## src/hw/rtl/mmgs_pkg.sv

```systemverilog
// Package for the min-max gray stretch block.
// Holds the transaction structs, opcodes, sequencer states and divider constants.
// No dependencies.
package mmgs_pkg;

  typedef enum logic [1:0] {
    OP_CLEAR   = 2'd0,
    OP_MEASURE = 2'd1,
    OP_NORM    = 2'd2,
    OP_UNUSED  = 2'd3
  } mmgs_op_t;

  typedef struct packed {
    logic [1:0] opcode;
    logic [7:0] pixel;
  } mmgs_in_t;

  typedef struct packed {
    logic [16:0] norm_value;
    logic        flat_error;
  } mmgs_out_t;

  typedef enum logic [1:0] {
    ST_IDLE,
    ST_DIV,
    ST_DONE
  } mmgs_state_t;

  localparam int QuoBits = 17;
  localparam int CntBits = $clog2(QuoBits);
  localparam logic [7:0] MinReset = 8'd255;
  localparam logic [7:0] MaxReset = 8'd0;
  localparam logic [16:0] ScaleByte = 17'd255;
  localparam logic [16:0] ScaleFrac = 17'd65536;

endpackage

```

## src/hw/rtl/min_max_gray_stretch.sv

```systemverilog
// Top level of the min-max gray stretch block.
// Depends on mmgs_pkg for transaction structs, opcodes and sequencer states.
// Usage:
//   in channel (in_valid/in_ready/in_data) carries an opcode and a pixel.
//   Clear resets the stored minimum to 255 and maximum to 0, measure folds
//   the pixel into them; neither gives a result. Normalize gives one result
//   on the out channel (out_valid/out_ready/out_data): the stretched level
//   and a flat-range flag.
//   cfg channel (cfg_valid/cfg_ready/cfg_data) writes output_mode, always
//   ready; the user writes it only while the block is idle (not enforced).
// Sequencing:
//   A normalize that needs a division runs a radix-2 restoring divider,
//   one quotient bit per cycle for all 17 quotient bits, then loads the
//   output register once it is free; only then is the next transaction
//   accepted. Flat range, pixel at or below the minimum and saturated
//   pixels skip the divider and go straight to the output register load.
//   The input is not ready while a normalize is in progress.
// Reset: statistics return to min 255 / max 0, output_mode to 0, no result.
// Stall: a waiting result holds in the output register; the next item is
//   accepted and a following division runs, then holds until the slot frees.
module min_max_gray_stretch
  import mmgs_pkg::*;
(
  input  logic      clk,
  input  logic      rst,
  input  logic      in_valid,
  output logic      in_ready,
  input  mmgs_in_t  in_data,
  output logic      out_valid,
  input  logic      out_ready,
  output mmgs_out_t out_data,
  input  logic      cfg_valid,
  output logic      cfg_ready,
  input  logic      cfg_data
);

  mmgs_state_t state, state_next;

  logic               output_mode;
  logic [7:0]         min_level;
  logic [7:0]         max_level;
  logic [7:0]         range;
  logic [7:0]         rem;
  logic [QuoBits-1:0] num_low;
  logic [QuoBits-1:0] quo;
  logic               flat;
  logic [CntBits-1:0] count;

  logic        in_fire;
  logic        out_load;
  logic        is_norm;
  logic        fast;
  logic        flat_now;
  logic [7:0]  range_now;
  logic [7:0]  diff_now;
  logic [16:0] fast_value;
  logic [23:0] numer;
  logic [8:0]  rem_shift;
  logic        quo_bit;

  assign cfg_ready = 1'b1;
  assign in_ready  = (state == ST_IDLE);
  assign in_fire   = in_valid && in_ready;
  assign is_norm   = (in_data.opcode == OP_NORM);

  assign flat_now  = (max_level <= min_level);
  assign range_now = max_level - min_level;
  assign diff_now  = in_data.pixel - min_level;

  always_comb begin
    fast       = 1'b1;
    fast_value = '0;
    if (flat_now || (in_data.pixel <= min_level)) begin
      fast_value = '0;
    end else if (diff_now >= range_now) begin
      fast_value = output_mode ? ScaleFrac : ScaleByte;
    end else begin
      fast = 1'b0;
    end
  end

  assign numer = output_mode ? {diff_now, 16'd0}
                             : ({8'd0, diff_now, 8'd0} - {16'd0, diff_now});

  assign rem_shift = {rem, num_low[QuoBits-1]};
  assign quo_bit   = (rem_shift >= {1'b0, range});
  assign out_load  = (state == ST_DONE) && (!out_valid || out_ready);

  always_ff @(posedge clk) begin
    if (rst) begin
      state <= ST_IDLE;
    end else begin
      state <= state_next;
    end
  end

  always_comb begin
    state_next = state;
    unique case (state)
      ST_IDLE: begin
        if (in_fire && is_norm) begin
          state_next = fast ? ST_DONE : ST_DIV;
        end
      end
      ST_DIV: begin
        if (count == '0) begin
          state_next = ST_DONE;
        end
      end
      ST_DONE: begin
        if (out_load) begin
          state_next = ST_IDLE;
        end
      end
      default: state_next = ST_IDLE;
    endcase
  end

  always_ff @(posedge clk) begin
    if (rst) begin
      output_mode <= 1'b0;
      min_level   <= MinReset;
      max_level   <= MaxReset;
      out_valid   <= 1'b0;
    end else begin
      if (cfg_valid && cfg_ready) begin
        output_mode <= cfg_data;
      end
      if (in_fire) begin
        unique case (in_data.opcode)
          OP_CLEAR: begin
            min_level <= MinReset;
            max_level <= MaxReset;
          end
          OP_MEASURE: begin
            if (in_data.pixel > max_level) begin
              max_level <= in_data.pixel;
            end
            if (in_data.pixel < min_level) begin
              min_level <= in_data.pixel;
            end
          end
          OP_NORM, OP_UNUSED: ;
          default: ;
        endcase
      end
      if (out_load) begin
        out_valid <= 1'b1;
      end else if (out_ready) begin
        out_valid <= 1'b0;
      end
    end
  end

  always_ff @(posedge clk) begin
    if (in_fire && is_norm) begin
      flat    <= flat_now;
      range   <= range_now;
      quo     <= fast_value;
      rem     <= {1'b0, numer[23:QuoBits]};
      num_low <= numer[QuoBits-1:0];
      count   <= CntBits'(QuoBits - 1);
    end else if (state == ST_DIV) begin
      rem     <= quo_bit ? 8'(rem_shift - {1'b0, range}) : rem_shift[7:0];
      quo     <= {quo[QuoBits-2:0], quo_bit};
      num_low <= {num_low[QuoBits-2:0], 1'b0};
      count   <= count - 1'b1;
    end
    if (out_load) begin
      out_data.norm_value <= quo;
      out_data.flat_error <= flat;
    end
  end

endmodule

```

## config.mk

```make
export PLATFORM = sky130hd
export DESIGN_NAME = min_max_gray_stretch
export DESIGN_NICKNAME = d
export VERILOG_FILES = /design/src/hw/rtl/mmgs_pkg.sv /design/src/hw/rtl/min_max_gray_stretch.sv
export SDC_FILE = /design/constraint.sdc
export NUM_CORES = 1
export LEC_CHECK = 0
export BUFFER_PORTS_ARGS = -buffer_cell sky130_fd_sc_hd__buf_2
export CORE_MARGIN = 2
export CORE_UTILIZATION = 55
export CTS_CLUSTER_SIZE = 10
export DETAILED_ROUTE_END_ITERATION = 7
export PLACE_DENSITY = 0.76
export SYNTH_ARGS = -nofsm -noshare
export SYNTH_HDL_FRONTEND = slang
export SYNTH_SLANG_ARGS = --single-unit
```

## constraint.sdc

```tcl
create_clock -name clk -period 2.8 [get_ports clk]
set_clock_uncertainty 0.05 [all_clocks]
set_input_delay 0.42 -clock clk [delete_from_list [all_inputs] [get_ports clk]]
set_output_delay 0.42 -clock clk [all_outputs]
set_load 0.005 [all_outputs]
```

---- Word level (Yosys, flattened, before mapping) ----
Index checks and enable logic that the tools add are counted.
cells by class
  $add $sub $neg .......................... 5
  magnitude comparators ................... 6
  equality and inequality tests ........... 9
  mux-type cells .......................... 24
  reduce and logical (&&, ||, !) cells .... 15
operators by type and width
  cell                                              number
  two-way mux 17 bit                                7
  one-hot mux 8 bit (2 select lines)                2
  two-way mux 24 bit                                1
  two-way mux 8 bit                                 3
  subtractor 8 bit                                  3
  subtractor 16 x 8 -> 17 bit                       1
  <= comparator 8 bit                               2
  two-way mux 7 bit                                 2
  greater-or-equal comparator 9 x 8 -> 1 bit        1
  AND reduction 3 bit                               3
  greater-or-equal comparator 8 bit                 1
  greater-than comparator 8 bit                     1
  less-than comparator 8 bit                        1
  two-way mux 2 bit                                 4
  != test 2 bit, second input constant              4
  one-hot mux 2 bit (3 select lines)                1
  nonzero test 2 bit                                3
  logical NOT 5 bit                                 1
  subtractor 5 x 1 -> 5 bit, second input constant  1
  == test 2 x 1 -> 1 bit, second input constant     2
  == test 2 bit, second input constant              2
  logical NOT 2 bit                                 2
  two-way mux 1 bit                                 4
  logical AND 1 bit                                 3
  3 further kinds                                   4
storage, ports and cells
  register bits after elaboration ......... 94
  input port bits ......................... 16
  output and inout bits ................... 21
  logic and storage cells ................. 73

---- Longest topological paths before layout ----
Gate-level depths: netlist (run 1).
  depth after elaboration ................. 7
  depth in mapped cells ................... 14
  gate-level depth less buffers ........... 14

---- Least setup slack after synthesis (run 1) ----
No wires, ideal clock.
  path kind ............................... input-to-reg
  start ................................... input in_data[0] in the netlist's numbering
  end ..................................... register rem[0], data pin
  library setup time ...................... 0.171 ns
  arrival time ............................ 2.851 ns
  data required time ...................... 2.579 ns
  slack ................................... -0.271 ns
  stages on the path ...................... 12
  path buffers ............................ 1
  path through ............................ inv_1 -> ha_1 -> inv_1 -> fa_1 -> a21o_1 -> a21oi_4 -> xnor2_2 -> o21bai_4 -> or3_4 -> or4_4 -> buf_6 -> o221ai_1
on the way
  cells in the longest elaborated chain, start to end .. 4
ends and longest elaborated chain
  item                         line                         text
  from (decl)                  min_max_gray_stretch.sv:28   input mmgs_in_t in_data,
  subtractor 8 bit (*)         min_max_gray_stretch.sv:68   assign diff_now = in_data.pixel - min_level;
  subtractor 16 x 8 -> 17 bit  min_max_gray_stretch.sv:83   : ({8'd0, diff_now, 8'd0} - {16'd0, diff_now});
  two-way mux 24 bit (*)       min_max_gray_stretch.sv:82   assign numer = output_mode ? {diff_now, 16'd0}
  two-way mux 7 bit (*)        min_max_gray_stretch.sv:156  if (in_fire && is_norm) begin
  to (signal assigned)         min_max_gray_stretch.sv:160  rem <= {1'b0, numer[23:QuoBits]};
  to (signal assigned)         min_max_gray_stretch.sv:164  rem <= quo_bit ? 8'(rem_shift - {1'b0, range}) : rem_shift[7:0];
  to (decl)                    min_max_gray_stretch.sv:43   logic [7:0] rem;
Every way passes the cells marked *; elsewhere a longest branch is shown, timed or not.
A chain may end at the register's enable or synchronous reset.

---- Worst setup path after layout (run 1) ----
  start ................................... register min_level[1]
  end ..................................... register rem[2], data pin
on the way
  cells in the longest elaborated chain, start to end .. 4
ends and longest elaborated chain
  item                         line                         text
  from (decl)                  min_max_gray_stretch.sv:40   logic [7:0] min_level;
  from (signal assigned)       min_max_gray_stretch.sv:122  min_level <= MinReset;
  from (signal assigned)       min_max_gray_stretch.sv:132  min_level <= MinReset;
  from (signal assigned)       min_max_gray_stretch.sv:140  min_level <= in_data.pixel;
  subtractor 8 bit (*)         min_max_gray_stretch.sv:68
  subtractor 16 x 8 -> 17 bit  min_max_gray_stretch.sv:83
  two-way mux 24 bit (*)       min_max_gray_stretch.sv:82
  two-way mux 7 bit (*)        min_max_gray_stretch.sv:156
Marked as above.

==> reports/metrics.cfg, run 1 <==
[global_routing]
grt_max_degree=34
grtUsageTotal=0.240
grt_pass1_vias=4291
grt_overflow=0
antenna_found_initial=0
grt_pass1_wl_mm=20.5

[final_layout]
fillers=716
multiInputGateArea_mm2=0.00290
final-seq-area_mm2=0.00257
fin_nets=696
final_area_mm2=0.00683
antenna_cells=0
area_growth_pct=24.7
drive_above_1_share=0.296

[synthesis]
syn_inst=525
ys_seq_area_frac=0.468
yosysWarnings=0
synth_cell_types=69
ys.flop_type=edfxtp_1
synth_edf_count=68
syn_area_mm2=0.00547
synth_seq_cells=94
synth_area_per_cell_um2=10.4
synthesis.nets=587
synthArstFlopShare=0

[sta]
period_minus_slack_ns=2.95
fin_setup_tns_ns=-1.82
drv_slew=0
fmaxAchievable_mhz=339
hold_slack_ns=0.223
tightestPinTransition_ns=0.666
relSlewSlack=0.555
finalHoldViolations=0
rsz0062_at_grt=yes
fin_ws_ns=-0.149
period_share=1.05
setup_viol_count_final=21

[worst_setup_path]
worstSetupPathType=register to register
r2r-start=min_level[1]$_SDFFE_PP1P_
crit_path_start_kind=register
max_stage_delay_ns=0.61
crit_start=min_level[1]$_SDFFE_PP1P_
cp.required_ns=2.97
cp.arrival_ns=3.12
cp-end-kind=register
crit_top_cell=buf_6
critPathTopFamily=simple AND/OR/NAND/NOR gates
path_cells=inv_2 -> buf_6 -> buf_6 -> fa_2 -> a21o_1 -> a21oi_4 -> xnor2_4 -> o21bai_4 -> or3_4 -> or4_4 -> o221ai_2
cp_num_buf_inv=3
cp_slowest_cell=or4_4
path_max_fanout=7

[clock_network]
cts_root_buffer=clkbuf_8
ctsHoldBuffers=0
clock_path_buffers=2
cts_tree=yes
cts_sinks=94
h-tree-depth=3
path_clk_slew_ns=0.11
cts_made_buffers=9
insertion_delay_ns=0.38

[power_and_ir_drop]
p_leak_uw=0.00287
ir_drop_v=0.000324
p_per_area_mw_per_mm2=438

[placed_design]
place_ws_ns=-0.304
io_buffers=35
dpl.hpwl_mm=9.41
gp_congestion=0.896
placed_area_mm2=0.00633

[flow_run]
maxCapViolCount=0

[floorplanning]
die_x_um=104
die_area_mm2=0.0108
std_cell_rows=36
start_util=0.563
core-area_mm2=0.00973
die_h_um=104
boundaryPins=37

[drt]
wl_per_cell_um=16.7
drc_errors=0
dr.pass1.iters=5
wl_mm=12.9
viasPerCell=5.71
drt_first_iter_violations=274
vias=4409
ant_nets=0

[min_path]
min_from=cfg_data
hp-class=primary input to register

[outcome]
status=finished with violations
violations=setup timing

## stage by stage
| step | total power [uW] | std cells | util |
|---|---|---|---|
| CTS | 2980 | 768 | 0.684 |
| global placement | 2040 | 748 | 0.651 |
| global route | 3090 | 772 | 0.702 |
| detailed placement | 2050 | 748 | 0.651 |
| floorplan | 1860 | 525 | - |
| finish | 2990 | 772 | 0.702 |
## state kept, by name (all words and copies together) (netlist names), 2 cells and up
signal and count:
min_level 8, quo 17, state 2, num_low 17
rem 8, count 5, out_data 18, range 8
max_level 8
## synthesized netlist by cell type (all sizes together) (4+ instances only)
cell type  count  area share
a21o          14       0.019
a21oi         23       0.023
a31oi          4      0.0046
and2          12       0.014
buf            5      0.0059
clkbuf        13      0.0089
dfxtp         26       0.095
edfxtp        68        0.37
ha            43       0.098
inv           48       0.033
mux2           4      0.0082
mux2i          5      0.0091
nand2         25       0.017
nand2b        16       0.018
nand3         18       0.016
nand4          6      0.0069
nor2          39       0.027
nor2b         11       0.013
nor3           7      0.0064
nor3b          8       0.011
nor4           4      0.0046
o211ai         6       0.011
o21a           7      0.0096
o21ai         31       0.029
o21bai         9       0.014
o31a           4      0.0064
o31ai          8       0.011
xnor2         11       0.019
xor2           6      0.0096
## cell type report
class	instances	area share
multi-input cells	365	0.425
flip-flops and latches	94	0.376
repair buffers	116	0.117
inverters	48	0.0282
well taps	133	0.0244
clock buffers	9	0.0181
clock inverters	7	0.0110
## path summary, 6_finish.rpt
path | endpoint | slack, ns | cells past startpoint
setup / recovery | rem[2]$_DFFE_PP_ | -0.15 | 11
hold reg to reg | out_data[0]$_DFFE_PP_ | 0.39 | 0
hold / removal | output_mode$_SDFFE_PP0P_ | 0.22 | 3
setup reg to reg | rem[2]$_DFFE_PP_ | -0.15 | 11
## cells by family after synthesis
logic type,count (synthesis),synth area share
AO/OA/AOI/OAI,133,0.176
AND/OR/NAND/NOR,159,0.153
adder cells (fa/ha/maj),46,0.109
XOR/XNOR,17,0.0286
multiplexers,9,0.0174
flip-flops,94,0.468
buffers and inverters,66,0.0478
other,1,0.000685
## tightest hold or removal path: stages
cell,delay [ns]
buf_2,0.08
mux2i_1,0.06
nor2_1,0.07
## per-layer routing
layer / wire length [um] / GRT usage / vias up
li1: - / - / 2126
met1: 5800 / 0.326 / 2118
met2: 6230 / 0.395 / 153
met3: 720 / 0.0422 / 12
met4: 172 / 0.0734 / 0
met5: 0 / 0 / -
## repair_timing
action,4_1_cts,5_1_grt
setup endpoints to repair,24,32
pin swaps,13,12
gates resized for setup,22,26
buffers inserted,5,4
## report_power, final
| group | internal (uW) | switching, uW | leakage (uW) |
|---|---|---|---|
| combinational | 254 | 285 | 0.00194 |
| sequential | 1520 | 16.3 | 0.000832 |
| clock | 352 | 555 | 0.0000981 |
| total | 2130 | 856 | 0.00287 |
## layout by cell type (no fill, tap or decap), drive strengths merged, types with 6 or more instances in the layout
| cell | instances |
|---|---|
| xnor2 | 11 |
| edfxtp | 68 |
| a21o | 14 |
| nand2b | 16 |
| and2 | 12 |
| inv | 51 |
| o21ai | 31 |
| o31ai | 8 |
| nor3 | 7 |
| nand2 | 25 |
| buf | 116 |
| clkbuf | 9 |
| a21oi | 23 |
| dfxtp | 26 |
| nand4 | 6 |
| nor2b | 11 |
| o211ai | 6 |
| nand3 | 18 |
| nor2 | 39 |
| o21bai | 9 |
| xor2 | 6 |
| nor3b | 8 |
| o21a | 7 |
| ha | 43 |
No activity file was read; power rests on OpenSTA's default activity.
==> run 2, diff against run 1 <==
==> constraint.sdc (replaced) <==
create_clock -name clk -period 2.8 [get_ports clk]
set_clock_uncertainty 0.05 [all_clocks]
set_input_delay 0.14 -clock clk [delete_from_list [all_inputs] [get_ports clk]]
set_output_delay 0.14 -clock clk [all_outputs]
set_load 0.005 [all_outputs]
==> reports/metrics.cfg, run 2 (synthesized netlist as in run 1, its figures left out) <==
[worst_setup_path]
path_cells=ha_4 -> inv_2 -> fa_2 -> xnor2_2 -> inv_1 -> ha_1 -> o21ai_0 -> a21oi_1 -> o211ai_1 -> a31o_2 -> a211oi_4 -> buf_6 -> a21o_1
cp_num_buf_inv=3
r2r-start=min_level[0]$_SDFFE_PP1P_
cp.required_ns=2.90
critPathTopFamily=compound AO/OA/AOI/OAI gates
worstSetupPathType=register to register
cp-end-kind=register
path_max_fanout=8
max_stage_delay_ns=0.39
cp.arrival_ns=3.02
crit_path_start_kind=register
crit_start=min_level[0]$_SDFFE_PP1P_
cp_slowest_cell=fa_2

[clock_network]
path_clk_slew_ns=0.10
insertion_delay_ns=0.39
cts_sinks=94
h-tree-depth=3
cts_tree=yes
clock_path_buffers=2
cts_root_buffer=clkbuf_8
cts_made_buffers=9

[global_routing]
grtUsageTotal=0.246
top_usage_layer=met2
grt_overflow=0
grt_max_degree=34
grt_pass1_wl_mm=21.2
grt_use_met2=0.398
antenna_found_initial=0
grt_pass1_vias=4312
grt.met1_usage=0.331
grt_util_met3=0.0447

[final_layout]
fin_nets=674
top_regs=out_data (18), num_low (17), quo (17)
fillers=723
largest_register=out_data
drive_above_1_share=0.258
final_common_cell=edfxtp_1
largest_reg_flops=18
area_growth_pct=21.5
layout_common_cells=edfxtp_1, buf_4, inv_1
antenna_cells=0
utilization=0.684

[outcome]
status=finished with violations
violations=setup timing

[sta]
tightestPinTransition_ns=0.635
rsz0062_at_grt=yes
fin_setup_tns_ns=-1.28
hold_slack_ns=0.00521
drv_slew=0
fin_ws_ns=-0.123
finalHoldViolations=0
fmaxAchievable_mhz=342
setup_viol_count_final=17
relSlewSlack=0.576
period_minus_slack_ns=2.92
period_share=1.04

[drt]
dr.pass1.iters=6
ant_nets=0
wl_mm=13.2
viasPerCell=5.97
wl_per_cell_um=17.6
drc_errors=0
drt_first_iter_violations=391
vias=4480

[flow_run]
maxCapViolCount=0

[power_and_ir_drop]
ir_drop_v=0.000388
p_per_area_mw_per_mm2=450
p_leak_uw=0.00275
power_uw=2990

[min_path]
min_from=in_data[4]
hp-class=primary input to register

[placed_design]
io_buffers=35
gp_congestion=0.931
dpl.hpwl_mm=9.36

[floorplanning]
start_util=0.563
die_area_mm2=0.0108
core-area_mm2=0.00973
std_cell_rows=36
die_x_um=104
boundaryPins=37
die_h_um=104

run 2: stage by stage:
step,area (um2),instances,setup slack [ns]
final,6650,750,-0.123
after global routing,6650,750,-0.239
after CTS,6440,744,-0.118
after detailed placement,6150,722,-0.103
after global placement,6150,722,-0.0405
after floorplan,5520,525,-0.00918
run 2: worst reg2reg max path, cell delays in order (launching register included):
cell and delay [ns]:
dfxtp_4 0.38, ha_4 0.14, inv_2 0.04, fa_2 0.39, xnor2_2 0.21, inv_1 0.10, ha_1 0.27, o21ai_0 0.17
a21oi_1 0.08, o211ai_1 0.24, a31o_2 0.24, a211oi_4 0.07, buf_6 0.16, a21o_1 0.15
run 2: worst paths after layout:
kind                                             endpoint  slack (ns)  cells past startpoint
worst max-delay path                     quo[2]$_DFFE_PP_       -0.12                     13
worst min-delay path            max_level[4]$_SDFFE_PP0P_       0.005                      3
worst max register to register           quo[2]$_DFFE_PP_       -0.12                     13
worst min register to register      out_data[0]$_DFFE_PP_        0.39                      0
run 2: layer usage:
metal,vias up,wire length (um),part of all wire
li1,2089,-,-
met1,2159,5720,0.43
met2,191,6310,0.48
met3,41,813,0.062
met4,0,359,0.027
met5,-,0,0
run 2: area by class of cell:
cell class	count	area (um2)	area share
multi-input cells	365	2880	0.433
flip-flops and latches	94	2570	0.386
repair buffers	94	657	0.0987
inverters	48	183	0.0275
well taps	133	166	0.0250
clock buffers	9	124	0.0186
clock inverters	7	72.6	0.0109
run 2: what timing repair did:
| action | 4_1_cts | 5_1_grt |
|---|---|---|
| setup endpoints to repair | 20 | 28 |
| setup buffers | 3 | 6 |
| pin swaps | 8 | 7 |
| hold endpoints to repair | 3 | 0 |
| resized for setup | 10 | 32 |
| hold buffers | 3 | 0 |
run 2: power by group:
part | total, uW | internal [uW] | switching (uW)
sequential | 1540 | 1520 | 17.0
clock | 927 | 356 | 572
combinational | 523 | 236 | 287
